**config.mk**
```make
export PLATFORM = sky130hd
export DESIGN_NAME = sorted_byte_list_insert_delete_unit_flat
export DESIGN_NICKNAME = d
export VERILOG_FILES = /design/src/sv/sbl_pkg.sv /design/src/sv/sbl_if.sv /design/src/sv/sbl_cell.sv /design/src/sv/sorted_byte_list_insert_delete_unit.sv /design/src/flat_wrapper.sv
export SDC_FILE = /design/constraint.sdc
export NUM_CORES = 1
export LEC_CHECK = 0
export BUFFER_PORTS_ARGS = -buffer_cell sky130_fd_sc_hd__buf_4
export CAP_MARGIN = 15
export CORE_UTILIZATION = 25
export DETAILED_ROUTE_END_ITERATION = 7
export GPL_ROUTABILITY_DRIVEN = 0
export PLACE_DENSITY = 0.45
export SYNTH_ARGS = -nofsm -noshare
export SYNTH_HDL_FRONTEND = slang
export SYNTH_SLANG_ARGS = --single-unit
```
**constraint.sdc**
```tcl
create_clock -name clk_i -period 4.3 [get_ports clk_i]
set_input_delay 0.86 -clock clk_i [delete_from_list [all_inputs] [get_ports clk_i]]
set_output_delay 0.86 -clock clk_i [all_outputs]
set_load 0.01 [all_outputs]
```
**src/sv/sbl_pkg.sv**
```systemverilog
`timescale 1ns / 1ps
`default_nettype none

package sbl_pkg;

  // Number of entries the sorted store can hold.
  localparam int CAPACITY = 16;
  localparam int IDX_W    = (CAPACITY > 1) ? $clog2(CAPACITY) : 1;
  localparam int CNT_W    = $clog2(CAPACITY + 1);

  localparam int VALUE_W  = 8;
  localparam int COUNT_W  = 5;
  localparam int STATUS_W = 2;

  typedef enum logic {
    OP_INSERT = 1'b0,
    OP_DELETE = 1'b1
  } opcode_e;

  typedef enum logic [STATUS_W-1:0] {
    ST_INSERTED  = 2'd0,
    ST_FULL      = 2'd1,
    ST_DELETED   = 2'd2,
    ST_NOT_FOUND = 2'd3
  } status_e;

  // Broadcast from the top level to every cell of the chain.
  typedef struct packed {
    logic               ins;
    logic               del;
    logic [VALUE_W-1:0] value;
  } cell_ctl_t;

endpackage

`default_nettype wire

```
**src/sv/sbl_if.sv**
```systemverilog
`timescale 1ns / 1ps
`default_nettype none

interface sbl_in_if;
  logic                        valid;
  logic                        ready;
  logic                        opcode;
  logic [sbl_pkg::VALUE_W-1:0] value;

  modport source (output valid, output opcode, output value, input ready);
  modport sink   (input valid, input opcode, input value, output ready);
endinterface

interface sbl_out_if;
  logic                         valid;
  logic                         ready;
  logic [sbl_pkg::STATUS_W-1:0] status;
  logic [sbl_pkg::COUNT_W-1:0]  entry_count;
  logic [sbl_pkg::VALUE_W-1:0]  smallest_value;

  modport source (output valid, output status, output entry_count, output smallest_value,
                  input ready);
  modport sink   (input valid, input status, input entry_count, input smallest_value,
                  output ready);
endinterface

`default_nettype wire

```
**src/sv/sbl_cell.sv**
```systemverilog
`timescale 1ns / 1ps
`default_nettype none

module sbl_cell (
  input  wire                        clk_i,
  input  wire sbl_pkg::cell_ctl_t    ctl_i,
  input  wire                        occupied_i,
  input  wire                        left_lt_i,
  input  wire [sbl_pkg::VALUE_W-1:0] left_val_i,
  input  wire [sbl_pkg::VALUE_W-1:0] right_val_i,
  output logic                       lt_o,
  output logic                       match_o,
  output logic [sbl_pkg::VALUE_W-1:0] val_o,
  output logic [sbl_pkg::VALUE_W-1:0] val_next_o
);

  logic [sbl_pkg::VALUE_W-1:0] val_q;
  logic [sbl_pkg::VALUE_W-1:0] val_d;
  logic                        at_pos;

  // This cell is the insertion point when it is the first one not below the value.
  assign lt_o    = occupied_i && (val_q < ctl_i.value);
  assign at_pos  = !lt_o && left_lt_i;
  assign match_o = occupied_i && at_pos && (val_q == ctl_i.value);

  always_comb begin
    val_d = val_q;
    if (ctl_i.ins && !lt_o) begin
      val_d = at_pos ? ctl_i.value : left_val_i;
    end else if (ctl_i.del && !lt_o) begin
      val_d = right_val_i;
    end
  end

  always_ff @(posedge clk_i) begin
    val_q <= val_d;
  end

  assign val_o      = val_q;
  assign val_next_o = val_d;

endmodule

`default_nettype wire

```
**src/sv/sorted_byte_list_insert_delete_unit.sv**
```systemverilog
`timescale 1ns / 1ps
`default_nettype none

// Sorted byte list: keeps up to sbl_pkg::CAPACITY byte values in ascending
// order, duplicates allowed.
// An input transaction on in_chan_i carries an opcode (insert or delete) and
// a byte value. Each input transaction produces exactly one output
// transaction on out_chan_o with the status, the entry count and the
// smallest stored value, all taken after the operation.
// The store is a row of cells, one per entry. Every cell compares the
// broadcast value with its own entry and then keeps its entry, takes the
// new value, or takes its left or right neighbor's entry.
// The result is output in the cycle after its input is accepted, and one
// operation is accepted per cycle while the receiver keeps taking results;
// the result register is the only buffer, so input is accepted whenever
// that register is empty or being drained in the same cycle.
// When the receiver stalls, the result is held and the input side stalls
// with it after one pending result.
// Reset empties the list and clears the result valid flag; entry contents
// are not cleared, since entries beyond the count are never observed.

module sorted_byte_list_insert_delete_unit (
  input  wire         clk_i,
  input  wire         rst_ni,
  sbl_in_if.sink      in_chan_i,
  sbl_out_if.source   out_chan_o
);

  localparam int N = sbl_pkg::CAPACITY;

  logic [sbl_pkg::CNT_W-1:0] count_q;
  logic [sbl_pkg::CNT_W-1:0] count_d;

  logic                          out_valid_q;
  logic [sbl_pkg::STATUS_W-1:0]  status_q;
  logic [sbl_pkg::COUNT_W-1:0]   entry_count_q;
  logic [sbl_pkg::VALUE_W-1:0]   smallest_q;

  logic                accept;
  logic                full;
  logic                found;
  sbl_pkg::cell_ctl_t  ctl;
  sbl_pkg::status_e    status_d;

  logic [N-1:0]                 lt;
  logic [N-1:0]                 match;
  logic [N-1:0]                 occupied;
  logic [N-1:0]                 left_lt;
  logic [sbl_pkg::VALUE_W-1:0]  vals     [N];
  logic [sbl_pkg::VALUE_W-1:0]  vals_next[N];
  logic [sbl_pkg::VALUE_W-1:0]  left_val [N];
  logic [sbl_pkg::VALUE_W-1:0]  right_val[N];

  logic [sbl_pkg::CNT_W+sbl_pkg::COUNT_W-1:0] count_ext;

  // The result register frees up when it is empty or its transaction completes.
  assign in_chan_i.ready = !out_valid_q || out_chan_o.ready;
  assign accept          = in_chan_i.valid && in_chan_i.ready;

  assign full  = (count_q == sbl_pkg::CNT_W'(N));
  assign found = |match;

  assign ctl.value = in_chan_i.value;
  assign ctl.ins   = accept && (in_chan_i.opcode == sbl_pkg::OP_INSERT) && !full;
  assign ctl.del   = accept && (in_chan_i.opcode == sbl_pkg::OP_DELETE) && found;

  // Cell neighbor wiring. The first cell sees a left neighbor that is
  // always below the value, so it can be the insertion point.
  always_comb begin
    for (int i = 0; i < N; i++) begin
      occupied[i] = (sbl_pkg::CNT_W'(i) < count_q);
      left_lt[i]  = (i == 0) ? 1'b1 : lt[(i == 0) ? 0 : i - 1];
      left_val[i] = (i == 0) ? in_chan_i.value : vals[(i == 0) ? 0 : i - 1];
      right_val[i] = (i == N - 1) ? '0 : vals[(i == N - 1) ? i : i + 1];
    end
  end

  for (genvar g = 0; g < N; g++) begin : g_cell
    sbl_cell u_cell (
      .clk_i       (clk_i),
      .ctl_i       (ctl),
      .occupied_i  (occupied[g]),
      .left_lt_i   (left_lt[g]),
      .left_val_i  (left_val[g]),
      .right_val_i (right_val[g]),
      .lt_o        (lt[g]),
      .match_o     (match[g]),
      .val_o       (vals[g]),
      .val_next_o  (vals_next[g])
    );
  end

  always_comb begin
    count_d  = count_q;
    status_d = sbl_pkg::ST_NOT_FOUND;
    if (in_chan_i.opcode == sbl_pkg::OP_INSERT) begin
      if (full) begin
        status_d = sbl_pkg::ST_FULL;
      end else begin
        status_d = sbl_pkg::ST_INSERTED;
        count_d  = count_q + 1'b1;
      end
    end else if (found) begin
      status_d = sbl_pkg::ST_DELETED;
      count_d  = count_q - 1'b1;
    end
  end

  // The entry count field wraps at its own width for large capacities.
  assign count_ext = {{sbl_pkg::COUNT_W{1'b0}}, count_d};

  always_ff @(posedge clk_i or negedge rst_ni) begin
    if (!rst_ni) begin
      count_q     <= '0;
      out_valid_q <= 1'b0;
    end else begin
      if (accept) begin
        count_q     <= count_d;
        out_valid_q <= 1'b1;
      end else if (out_chan_o.ready) begin
        out_valid_q <= 1'b0;
      end
    end
  end

  always_ff @(posedge clk_i) begin
    if (accept) begin
      status_q      <= status_d;
      entry_count_q <= count_ext[sbl_pkg::COUNT_W-1:0];
      smallest_q    <= (count_d != '0) ? vals_next[0] : '0;
    end
  end

  assign out_chan_o.valid          = out_valid_q;
  assign out_chan_o.status         = status_q;
  assign out_chan_o.entry_count    = entry_count_q;
  assign out_chan_o.smallest_value = smallest_q;

`ifndef SYNTHESIS
  // The list never holds more entries than there are cells.
  a_count_bounded: assert property (@(posedge clk_i) disable iff (!rst_ni)
    count_q <= sbl_pkg::CNT_W'(N))
    else $error("entry count exceeds capacity");

  // Sorted order means at most one cell can be the matching insertion point.
  a_match_unique: assert property (@(posedge clk_i) disable iff (!rst_ni)
    $onehot0(match))
    else $error("more than one cell matched a delete");

  // A full rejection leaves the count at capacity.
  a_full_keeps_count: assert property (@(posedge clk_i) disable iff (!rst_ni)
    accept && full && (in_chan_i.opcode == sbl_pkg::OP_INSERT)
    |=> count_q == sbl_pkg::CNT_W'(N) && status_q == sbl_pkg::ST_FULL)
    else $error("full insert changed the list");

  // The first two stored entries are in ascending order.
  a_sorted: assert property (@(posedge clk_i) disable iff (!rst_ni)
    (count_q >= sbl_pkg::CNT_W'(2)) |-> vals[0] <= vals[1])
    else $error("first two entries out of order");
`endif

endmodule

`default_nettype wire

```
**src/flat_wrapper.sv**
```systemverilog
// flat-port wrapper written by rule: the top's interface ports become plain ports
module sorted_byte_list_insert_delete_unit_flat 
  (clk_i, rst_ni, in_chan_i_valid, in_chan_i_opcode, in_chan_i_value, in_chan_i_ready, out_chan_o_valid, out_chan_o_status, out_chan_o_entry_count, out_chan_o_smallest_value, out_chan_o_ready);
  sbl_in_if in_chan_i_i ();
  sbl_out_if out_chan_o_i ();
  input  wire clk_i;
  input  wire rst_ni;
  input wire logic [$bits(in_chan_i_i.valid)-1:0] in_chan_i_valid;
  input wire logic [$bits(in_chan_i_i.opcode)-1:0] in_chan_i_opcode;
  input wire logic [$bits(in_chan_i_i.value)-1:0] in_chan_i_value;
  output wire logic [$bits(in_chan_i_i.ready)-1:0] in_chan_i_ready;
  output wire logic [$bits(out_chan_o_i.valid)-1:0] out_chan_o_valid;
  output wire logic [$bits(out_chan_o_i.status)-1:0] out_chan_o_status;
  output wire logic [$bits(out_chan_o_i.entry_count)-1:0] out_chan_o_entry_count;
  output wire logic [$bits(out_chan_o_i.smallest_value)-1:0] out_chan_o_smallest_value;
  input wire logic [$bits(out_chan_o_i.ready)-1:0] out_chan_o_ready;
  assign in_chan_i_i.valid = in_chan_i_valid;
  assign in_chan_i_i.opcode = in_chan_i_opcode;
  assign in_chan_i_i.value = in_chan_i_value;
  assign in_chan_i_ready = in_chan_i_i.ready;
  assign out_chan_o_valid = out_chan_o_i.valid;
  assign out_chan_o_status = out_chan_o_i.status;
  assign out_chan_o_entry_count = out_chan_o_i.entry_count;
  assign out_chan_o_smallest_value = out_chan_o_i.smallest_value;
  assign out_chan_o_i.ready = out_chan_o_ready;
  sorted_byte_list_insert_delete_unit u_core (.clk_i(clk_i), .rst_ni(rst_ni), .in_chan_i(in_chan_i_i), .out_chan_o(out_chan_o_i));
endmodule
```
Yosys cells after proc, flatten, opt, wreduce, memory -nomap -nowiden:

Index checks and enable logic that the tools add are counted.

* add/sub/neg operators: 2
* $mul: 0
* div/mod/pow operators: 0
* $lt $le $gt $ge: 32
* equal/unequal tests: 17
* shift-type cells: 0
* muxes and demuxes: 55
* bitwise operators: 1
* reductions and logical operators: 137

Operators with widths (count)
* 8-bit 2-to-1 mux: 47
* 8-bit == test: 16
* 8-bit < comparator: 16
* 1-bit logical AND: 100
* 4-bit by 5-bit < comparator with 1-bit output (first input constant): 8
* 2-bit nonzero test: 16
* 3-bit by 5-bit < comparator with 1-bit output (first input constant): 4
* 1-bit zero test: 18
* 16-bit OR reduction: 1
* 5-bit 2-to-1 mux: 3
* 1-bit by 5-bit < comparator with 1-bit output (first input constant): 2
* 2-bit by 5-bit < comparator with 1-bit output (first input constant): 2
* 5-bit by 1-bit adder with 5-bit output (second input constant): 1
* 5-bit == test (second input constant): 1
* 5-bit nonzero test: 1
* 5-bit by 1-bit subtractor with 5-bit output (second input constant): 1
* 1-bit 2-to-1 mux: 4
* 2-bit 2-to-1 mux: 1
* 1-bit logical OR: 1
* 1-bit NOT: 1

* flip-flop bits (word level): 149
* bits in latches: 0
* RAM bits: 0
* bits in read-only memories: 0
* memories kept: 0

Depth between registers and ports, before layout:

* word-level depth: 11
* gate-level depth with buffers: 15
* depth with buffers taken out: 11

Cells and area by module:

Synthesis repeated with hierarchy kept, for this count alone.

* cell total of the unflattened synthesis: 1188
* area total of the unflattened synthesis: 11972.7 um2

By module, submodules not included
* sbl_cell at u_core.g_cell[0].u_cell ...: times used 15, cells an instance 66, area an instance 666.9 um2
* sorted_byte_list_insert_delete_unit: times used 1, cells an instance 132, area an instance 1297.5 um2
* sbl_cell at u_core.g_cell[3].u_cell: times used 1, cells an instance 66, area an instance 671.9 um2

Least setup slack after synthesis:

Ideal clock, no wire load.

* kind: input port to flip-flop
* start: input in_chan_i_value[5]
* end: register u_core.g_cell[11].u_cell.val_q, in the netlist u_core.g_cell[11].u_cell.val_o[0] (enable)
* data arrival time: 3958 ps
* required time: 3930 ps
* slack: -28 ps
* stages on the path: 13
* path through: inv_1 > ha_1 > a21o_1 > a21o_1 > a221o_1 > or3_1 > and4_1 > buf_2 > and2_1 > a211o_1 > buf_4 > buf_6 > nor2_1

* word-level cells in the longest chain between the ends: 10
* elaborated cells on any way between the ends: 116
* classes of those cells: 16 x order compare; 16 x eq/ne; 84 x reduce/logical

Ends and longest elaborated chain
* start, declared: line flat_wrapper.sv:10 `input wire logic [$bits(in_chan_i_i.value)-1:0] in_chan_i_value;`
* 8-bit < comparator: line sbl_cell.sv:22 `assign lt_o = occupied_i && (val_q < ctl_i.value);`
* 1-bit logical AND: line sbl_cell.sv:22
* 1-bit zero test, on equally long branches: line sbl_cell.sv:23, sbl_cell.sv:28, sbl_cell.sv:30
* 1-bit logical AND: line sbl_cell.sv:23 `assign at_pos = !lt_o && left_lt_i;`
* 1-bit logical AND (2 in series): line sbl_cell.sv:24 `assign match_o = occupied_i && at_pos && (val_q == ctl_i.value);`
* 16-bit OR reduction: line sorted_byte_list_insert_delete_unit.sv:61 `assign found = |match;`
* 1-bit logical AND: line sorted_byte_list_insert_delete_unit.sv:65 `assign ctl.del = accept && (in_chan_i.opcode == sbl_pkg::OP_DELETE) && found;`
* 1-bit logical AND: line sbl_cell.sv:30 `end else if (ctl_i.del && !lt_o) begin`
* 2-bit nonzero test (no line) *
* end signal, assigned: line sbl_cell.sv:36 `val_q <= val_d;`
* end, declared: line sbl_cell.sv:17 `logic [sbl_pkg::VALUE_W-1:0] val_q;`

Every way passes the cells marked *; elsewhere a longest branch is shown, timed or not.
A chain may end at the register's enable or synchronous reset.

Worst setup path after layout:

* start: input in_chan_i_value[7]
* end: register u_core.g_cell[9].u_cell.val_q, in the netlist u_core.g_cell[9].u_cell.val_o[1] (enable)

* word-level cells in the longest chain between the ends: 10
* elaborated cells on any way between the ends: 116
* classes of those cells: 16 x order compare; 16 x eq/ne; 84 x reduce/logical

Ends and longest elaborated chain (line)
* 8-bit < comparator: sbl_cell.sv:22
* 1-bit logical AND: sbl_cell.sv:22
* 1-bit zero test, on equally long branches: sbl_cell.sv:23, sbl_cell.sv:28, sbl_cell.sv:30
* 1-bit logical AND: sbl_cell.sv:23
* 1-bit logical AND (2 in series): sbl_cell.sv:24
* 16-bit OR reduction: sorted_byte_list_insert_delete_unit.sv:61
* 1-bit logical AND: sorted_byte_list_insert_delete_unit.sv:65
* 1-bit logical AND: sbl_cell.sv:30
* 2-bit nonzero test (no line) *
* end signal, assigned: sbl_cell.sv:36
* end, declared: sbl_cell.sv:17

Marked as above.

==> out/qor.csv <==
stage;metric;value;unit
clock_tree;hold_buffers;0;
setup_path;cp-startpoint;in_chan_i_value[7];
global_routing;grt_max_degree;23;
timing;fmax;0.2476;GHz
setup_path;crit_family;compound AO/OA/AOI/OAI gates;
timing;hold_viol;0;
logic_synthesis;yosys_warnings;0;
timing;drv_slew;0;
clock_tree;cts_tree;done;
setup_path;slowest_stage;o41ai_1;
logic_synthesis;async_flop_share;0.04027;
timing;fin_crit;4039;ps
logic_synthesis;synth_nets;1291;
power;total_power;6.128;mW
cells_and_area;diodes;0;
timing;rsz0062_at_grt;false;
routing;remaining_drc_errors;0;
global_routing;grt_pass1_wl;54380;um
cells_and_area;drive_gt1_frac;0.1362;
setup_path;cpMostUsedCell;buf_4;
hold_path;hold_class;in2async;
power;powerDensity;465.7;nW/um^2
logic_synthesis;syn_area_per_cell;9.620;sq um
clock_tree;cts_max_level;4;
die;die_area;44940;sq um
logic_synthesis;netlist_instances;1146;
clock_tree;clk_path_buf_depth;2;
die;rows;76;
timing;setup_violations;0;
placement;numPortBuffers;29;
setup_path;worst-path-max-fanout;8;
die;start_util;0.2548;
timing;worst_pin_slew;665.2;ps
setup_path;crit_type;in2reg;
setup_path;r2r_start;u_core.g_cell[14].u_cell.val_o[7]$_DFFE_PP_;
logic_synthesis;ys_ff_latch;149;
global_routing;track_usage;0.1634;
routing;postRouteAntennaNets;0;
logic_synthesis;syn_area;11020;sq um
routing;vias_per_cell;4.858;
routing;vias;8870;
setup_path;crit_arrival;4190;ps
setup_path;end_kind;flip-flop;
timing;period_share;0.9394;
die;die_height;212.0;um
clock_tree;cts-root-buf;clkbuf_16;
cells_and_area;area_delta_synth_final;19.36;%
routing;drt_pass1_iterations;5;
die;io_pins;30;
clock_tree;clkTransAtPathRegs;60;ps
logic_synthesis;synth_edf_count;135;
global_routing;grt_pass1_vias;8857;
setup_path;crit_buf_inv;6;
clock_tree;clock_sinks;149;
timing;fin_skew;12.16;ps
routing;wirelength;35610;um
power;peakVddDrop;0.0003010;V
clock_tree;cts_made_buffers;17;
setup_path;crit_required;4450;ps
cells_and_area;final_util;0.3041;
placement;post-place-ws;-191.0;ps
timing;slew-limit-headroom;0.5507;
logic_synthesis;yosysUniqueCellTypes;64;
die;chipWidth;212.0;um
logic_synthesis;ys_seq_area_frac;0.3959;
setup_path;worst_setup_path_start_kind;primary input;
die;core;43270;sq um
timing;worst_slack;260.8;ps
job;cap_violations;0;
setup_path;crit_chain;buf_4 > inv_1 > buf_4 > ha_1 > o21ai_0 > o21ai_0 > nor3b_1 > buf_4 > o41ai_1 > a311oi_1 > and4_1 > and2_1 > a211o_1 > buf_4 > nor2_1 > buf_4;
routing;wl_per_cell;19.50;um
setup_path;slowest_delay;650;ps
status;status;completed;
logic_synthesis;ys.flop_type;edfxtp_1;
clock_tree;post_cts_resized;0;
global_routing;grt_antenna_before_repair;0;
placement;hpwl;26740;um
clock_tree;cts_setup_buffers;0;
power;leakage;5.420;nW
cells_and_area;nNetsFinal;1373;
routing;drt-initial-drc-count;583;
clock_tree;clock_latency;440;ps
global_routing;grt_overflow_total;0;
-- cells in the final DEF (no fill, tap or decap), drive strengths merged, types with 4 or more instances in the layout --
cell type	n
bufinv	5
o211ai	8
a211oi	29
dfxtp	8
or2	5
a2111oi	7
a21oi	69
o31ai	7
nor3	10
nand2b	23
a21o	14
dfrtp	6
nand2	154
a31oi	10
mux2i	105
nor2	62
nand3	9
nor2b	13
or3	4
buf	120
and2	17
o21ai	132
nor4	7
clkinv	4
inv	50
o21ba	4
ha	132
nand4	24
edfxtp	135
clkbuf	22
o21a	5
-- flip-flops by register name, summed over array words and instances (netlist names) --
signal / cells
u_core.out_chan_o.valid: 1
u_core.out_chan_o.entry_count: 5
u_core.g_cell.u_cell.val_o: 128
u_core.out_chan_o.smallest_value: 8
u_core.out_chan_o.status: 2
u_core.count_q: 5
-- synth_stat cells (all sizes together), types with 3 or more instances --
cell,n,area (sq um)
o21ai,132,660.6
nor2b,13,81.33
o21ba,4,40.04
o21a,5,37.54
o31ai,7,52.55
ha,132,1652
dfrtp,6,150.1
clkbuf,41,153.9
and3,3,18.77
nand4,24,150.1
buf,16,95.09
nand2b,23,143.9
nand2,154,578.1
a21o,14,106.4
mux2i,105,1051
o211ai,8,60.06
a2111oi,7,81.33
nor4,7,43.79
a211oi,29,222.7
nand3,9,45.04
inv,50,187.7
dfxtp,8,160.2
a31oi,10,62.56
edfxtp,135,4054
nor2,62,247.7
and4,3,26.28
or3,4,25.02
or2,5,31.28
nor3b,3,22.52
a21oi,69,345.3
and2,17,106.4
xnor2,3,26.28
nor3,10,55.05
-- layer usage --
metal | vias up | part of all wire | routed length (um) | track usage
met5 | - | 0 | 0 | 0
met4 | 0 | 0.017 | 617 | 0.04273
met3 | 37 | 0.034 | 1207 | 0.02142
met2 | 166 | 0.45 | 16160 | 0.2624
met1 | 4243 | 0.49 | 17630 | 0.2295
li1 | 4424 | - | - | -
-- cell type report --
type,count,area (sq um)
Multi-Input combinational cell,890,6248
Tap cell,585,732.0
Clock inverter,10,176.4
Fill cell,4520,30110
Inverter,50,187.7
Sequential cell,149,4364
Clock buffer,22,474.2
Timing Repair Buffer,120,975.9
-- power breakdown --
part	switching, mW	internal [mW]
combinational	1.33	0.975
sequential	0.242	1.87
clock	0.636	1.07
total	2.21	3.92
-- stage by stage --
stage / instance area [sq um] / instances / hold slack, ps / TNS (ps)
2_1_floorplan: 11020 / 1146 / 521.9 / -2258
3_3_place_gp: 12510 / 1794 / 530.7 / -16770
3_5_place_dp: 12510 / 1794 / 529.1 / -17240
4_1_cts: 13160 / 1826 / 206.0 / 0
5_1_grt: 13160 / 1826 / 213.4 / 0
6_report: 13160 / 1826 / 218.3 / 0
-- final timing paths --
check	to	slack, ps	cells past startpoint
hold / removal	u_core.count_q[0]$_DFFE_PN0P_	220	1
max in group asynchronous	u_core.count_q[2]$_DFFE_PN0P_	3960	1
hold reg to reg	u_core.out_chan_o.valid$_DFFE_PN0P_	540	2
setup / recovery	u_core.g_cell[9].u_cell.val_o[1]$_DFFE_PP_	260	16
setup reg to reg	u_core.g_cell[9].u_cell.val_o[1]$_DFFE_PP_	560	12
min in group clk_i	u_core.out_chan_o.valid$_DFFE_PN0P_	540	2
-- cell families after synthesis --
logic type	after synthesis	synth area share
adders and majority gates	132	0.1498
xor gates and xnor gates	3	0.002384
DFF	149	0.3959
AOI/OAI and AO/OA	304	0.1668
buffers and inverters	107	0.03961
and+or+nand+nor	344	0.1481
muxes	107	0.09738
-- worst register-to-register path: cells and delay by family, from the launching register on --
family | cells | cell delay (ps)
fa+ha+maj | 1 | 360
flops | 1 | 490
compound gates | 5 | 1340
simple gates | 4 | 880
buf+inv | 2 | 390
Power figures use the tool's default switching activity.
